==> src/ffpea_pkg.sv <==
// ----------------------------------------------------------------------------
// ffpea_pkg
// Shared types and constants of the first-fit page extent allocator.
// ----------------------------------------------------------------------------
package ffpea_pkg;

  localparam int MAX_EXTENTS_DEF = 64;
  localparam int TOTAL_PAGES_DEF = 65536;
  localparam int PAGE_BYTES      = 4096;
  localparam int PAGE_SHIFT      = 12;
  localparam int NEED_W          = 18;

  typedef enum logic [1:0] {
    KIND_ADD   = 2'd0,
    KIND_ALLOC = 2'd1,
    KIND_FREE  = 2'd2,
    KIND_NONE  = 2'd3
  } kind_t;

  typedef enum logic [1:0] {
    ST_OK    = 2'd0,
    ST_NOFIT = 2'd1,
    ST_FULL  = 2'd2
  } status_t;

  // commands broadcast along the extent chain
  typedef enum logic [2:0] {
    CMD_HOLD   = 3'd0,
    CMD_APPEND = 3'd1,
    CMD_PUSH   = 3'd2,
    CMD_ROTATE = 3'd3,
    CMD_REMOVE = 3'd4,
    CMD_SPLIT  = 3'd5
  } cmd_t;

  typedef struct packed {
    cmd_t        op;
    logic [15:0] start;
    logic [16:0] len;
  } chain_ctl_t;

endpackage

==> src/ffpea_cell.sv <==
// ----------------------------------------------------------------------------
// ffpea_cell
// One extent slot of the free list chain.
// ----------------------------------------------------------------------------
module ffpea_cell
  import ffpea_pkg::*;
#(
  parameter int CW  = 7,
  parameter int IDX = 0
) (
  input  logic        clk,
  input  chain_ctl_t  ctl,
  input  logic [CW-1:0] sel,
  input  logic [15:0] left_start,
  input  logic [16:0] left_len,
  input  logic [15:0] right_start,
  input  logic [16:0] right_len,
  output logic [15:0] start,
  output logic [16:0] len
);

  localparam logic [CW-1:0] MY_IDX = CW'(IDX);

  logic [15:0] start_next;
  logic [16:0] len_next;

  always_comb begin
    start_next = start;
    len_next   = len;
    case (ctl.op)
      CMD_APPEND: begin
        if (sel == MY_IDX) begin
          start_next = ctl.start;
          len_next   = ctl.len;
        end
      end
      CMD_PUSH: begin
        if (IDX == 0) begin
          start_next = ctl.start;
          len_next   = ctl.len;
        end else begin
          start_next = left_start;
          len_next   = left_len;
        end
      end
      CMD_ROTATE: begin
        start_next = right_start;
        len_next   = right_len;
      end
      CMD_REMOVE: begin
        if (MY_IDX >= sel) begin
          start_next = right_start;
          len_next   = right_len;
        end
      end
      CMD_SPLIT: begin
        if (IDX == 0) begin
          start_next = ctl.start;
          len_next   = ctl.len;
        end else if (MY_IDX <= sel) begin
          start_next = left_start;
          len_next   = left_len;
        end
      end
      default: begin
      end
    endcase
  end

  always_ff @(posedge clk) begin
    start <= start_next;
    len   <= len_next;
  end

endmodule

==> config.mk <==
export PLATFORM = sky130hd
export DESIGN_NAME = ffpea_cell
export DESIGN_NICKNAME = d
export VERILOG_FILES = /design/src/ffpea_pkg.sv /design/src/ffpea_cell.sv
export SDC_FILE = /design/constraint.sdc
export NUM_CORES = 1
export LEC_CHECK = 0
export BUFFER_PORTS_ARGS = -buffer_cell sky130_fd_sc_hd__buf_2
export CAP_MARGIN = 20
export CORE_MARGIN = 1
export CORE_UTILIZATION = 38
export CTS_BUF_LIST = sky130_fd_sc_hd__clkbuf_4 sky130_fd_sc_hd__clkbuf_8
export DETAILED_ROUTE_END_ITERATION = 16
export GPL_ROUTABILITY_DRIVEN = 0
export HOLD_SLACK_MARGIN = 0.1
export PLACE_DENSITY = 0.81
export SLEW_MARGIN = 20
export SYNTH_ARGS = -nofsm -noshare
export SYNTH_HDL_FRONTEND = slang
export SYNTH_SLANG_ARGS = --single-unit
==> constraint.sdc <==
create_clock -name clk -period 5.1 [get_ports clk]
set_input_delay 0.51 -clock clk [delete_from_list [all_inputs] [get_ports clk]]
set_output_delay 0.51 -clock clk [all_outputs]
set_load 0.01 [all_outputs]
==> impl_metrics.tcl <==
set metrics [dict create \
    synth_ff_type "edfxtp_1" \
    final_core_util_pct 56.9 \
    io_buffers 109 \
    cts.repair.resized 0 \
    h-tree-depth 2 \
    synth_area_um2 1590 \
    viasPerCell 4.44 \
    drt-initial-drc-count 22 \
    totalWireLength_um 2910 \
    drtAntennaViolNets 0 \
    maxSlewViolCount 0 \
    hold_ws_ns 0.532 \
    num_io_pins 143 \
    die_area_um2 4440 \
    crit_fanout 24 \
    p_per_area_nw_per_um2 289 \
    antenna_cells 0 \
    hold_viol_final 0 \
    vias 1083 \
    syn_to_final_growth_pct 43.5 \
    cts.sinks 33 \
    tightestPinTransition_ns 0.437 \
    cts_buffer_depth 2 \
    start_util_pct 39.7 \
    period_share_pct 39.3 \
    grt_start_max_net_pins 32 \
    maxSlewHeadroom_pct 70.8 \
    ys_seq_area_share_pct 62.5 \
    root_buffer "clkbuf_8" \
    cts_tree "done" \
    cts_setup_buffers 0 \
    dieHeight_um 66.6 \
    min_path_type "input port to flop" \
    yosysMostFrequentCell "edfxtp_1" \
    synth_commonest_cells "edfxtp_1, mux2_4, buf_6, mux2_2" \
    ir_drop_mv 0.162 \
    grt_pass1_wl_um 4310 \
    rows 23 \
    die_w_um 66.6 \
    cap_violations 0 \
    grt_pass1_vias 1027 \
    synth_edf_count 33 \
    outcome "completed" \
    coreArea_um2 4000 \
    drt_pass1_iterations 4 \
    cp.arrival_ns 2.03 \
    endpoint_kind "flop" \
    antenna_found_initial 0 \
    grtUsageTotal_pct 13.5 \
    avgSynthCellArea_um2 20.3 \
    cts.clk_slew.worst_paths_ns 0.07 \
    synth_cells 78 \
    startpoint_type "input port" \
    syn_nets 188 \
    yosysTopAreaCell "edfxtp_1" \
    layout.nets 303 \
    critPathKind "input port to flop" \
    synth.area.top_cells "edfxtp_1, mux2_4, buf_6, mux2_2, a2bb2oi_4" \
    fin_crit_ns 2.00 \
    leakage_uw 0.00112 \
    yosysWarnings 0 \
    tns_ns 0 \
    cts_hold_buf 0 \
    rsz0062_at_grt "false" \
    dpl.hpwl_um 2330 \
    clock.fmax_mhz 499 \
    setup_viol 0 \
    overflow 0 \
    drcViolationCount 0 \
    cp.required_ns 5.13 \
    ys_types 13 \
    drive_above_1_share_pct 79.9 \
    synthArstFlopShare_pct 0 \
    netlist.area_leader.share_pct 62.5 \
    cts_inserted_buffers 5 \
    avgRoutedWirePerCell_um 11.9 \
    ys_ff_latch 33 \
]
## sequential cells by signal, summed over array words and instances, names as in the netlist
signal,flops
len,17
start,16
## critical path: stages
cell and delay [ns]:
buf_2 0.13, nand2b_4 0.16, a2bb2oi_4 0.38, buf_4 0.45, mux2_2 0.39
## layout make-up
| class | instances | area, um2 |
|---|---|---|
| clock inverter | 2 | 10.0 |
| tap | 50 | 62.6 |
| multi-input combinational | 41 | 572 |
| inverter | 1 | 3.75 |
| timing repair buffer | 111 | 561 |
| sequential | 33 | 991 |
| clock buffer | 6 | 76.3 |
| fill | 319 | 1720 |
## cells by family (layout without fill, tap and decap cells)
family | after synthesis | in the layout | synth area share, %
compound gates | 4 | 4 | 2.84
mux | 33 | 33 | 30.5
simple gates | 4 | 4 | 1.81
buf+inv | 4 | 120 | 2.37
flops | 33 | 33 | 62.5
## per-layer routing
| layer | global-route usage, % | vias to the layer above | part of all wire (%) |
|---|---|---|---|
| met5 | 0 | - | 0 |
| met4 | 7.45 | 0 | 1.0 |
| met3 | 4.97 | 2 | 9.3 |
| met2 | 24.2 | 60 | 55 |
| met1 | 13.1 | 484 | 35 |
| li1 | - | 537 | - |
## final timing paths
kind	from	to	cells after the start	slack, ns
worst max-delay path	ctl[35]	start[15]	5	3.10
worst min-delay path	right_len[14]	len[14]	2	0.53
## power breakdown
part,leakage (uW),total [uW],internal (uW),switching (uW)
combinational,0.000752,134,76.6,57.4
clock,0.0000484,185,99.7,84.9
sequential,0.000315,340,334,5.81
total,0.00112,658,510,148
## layout by cell type (no fill, tap or decap), drive strengths merged
cell type / synthesis / final
a2bb2oi: 1 / 1
clkbuf: 0 / 6
nor4: 1 / 1
nor3: 1 / 1
buf: 3 / 111
inv: 1 / 1
o31ai: 1 / 1
clkinv: 0 / 2
nand2b: 1 / 1
edfxtp: 33 / 33
nor2: 1 / 1
a31oi: 1 / 1
a21oi: 1 / 1
mux2: 33 / 33
## through the flow
stage                     power [uW]  setup slack (ns)  cell area [um2]  std cells
after floorplan                  422              1.13             1590         78
after global placement           479              2.82             2190        236
after detailed placement         482              2.79             2190        236
after CTS                        668              3.08             2280        244
after global routing             689              2.97             2280        244
final                            658              3.10             2280        244
(Power assumes the default switching activity.)
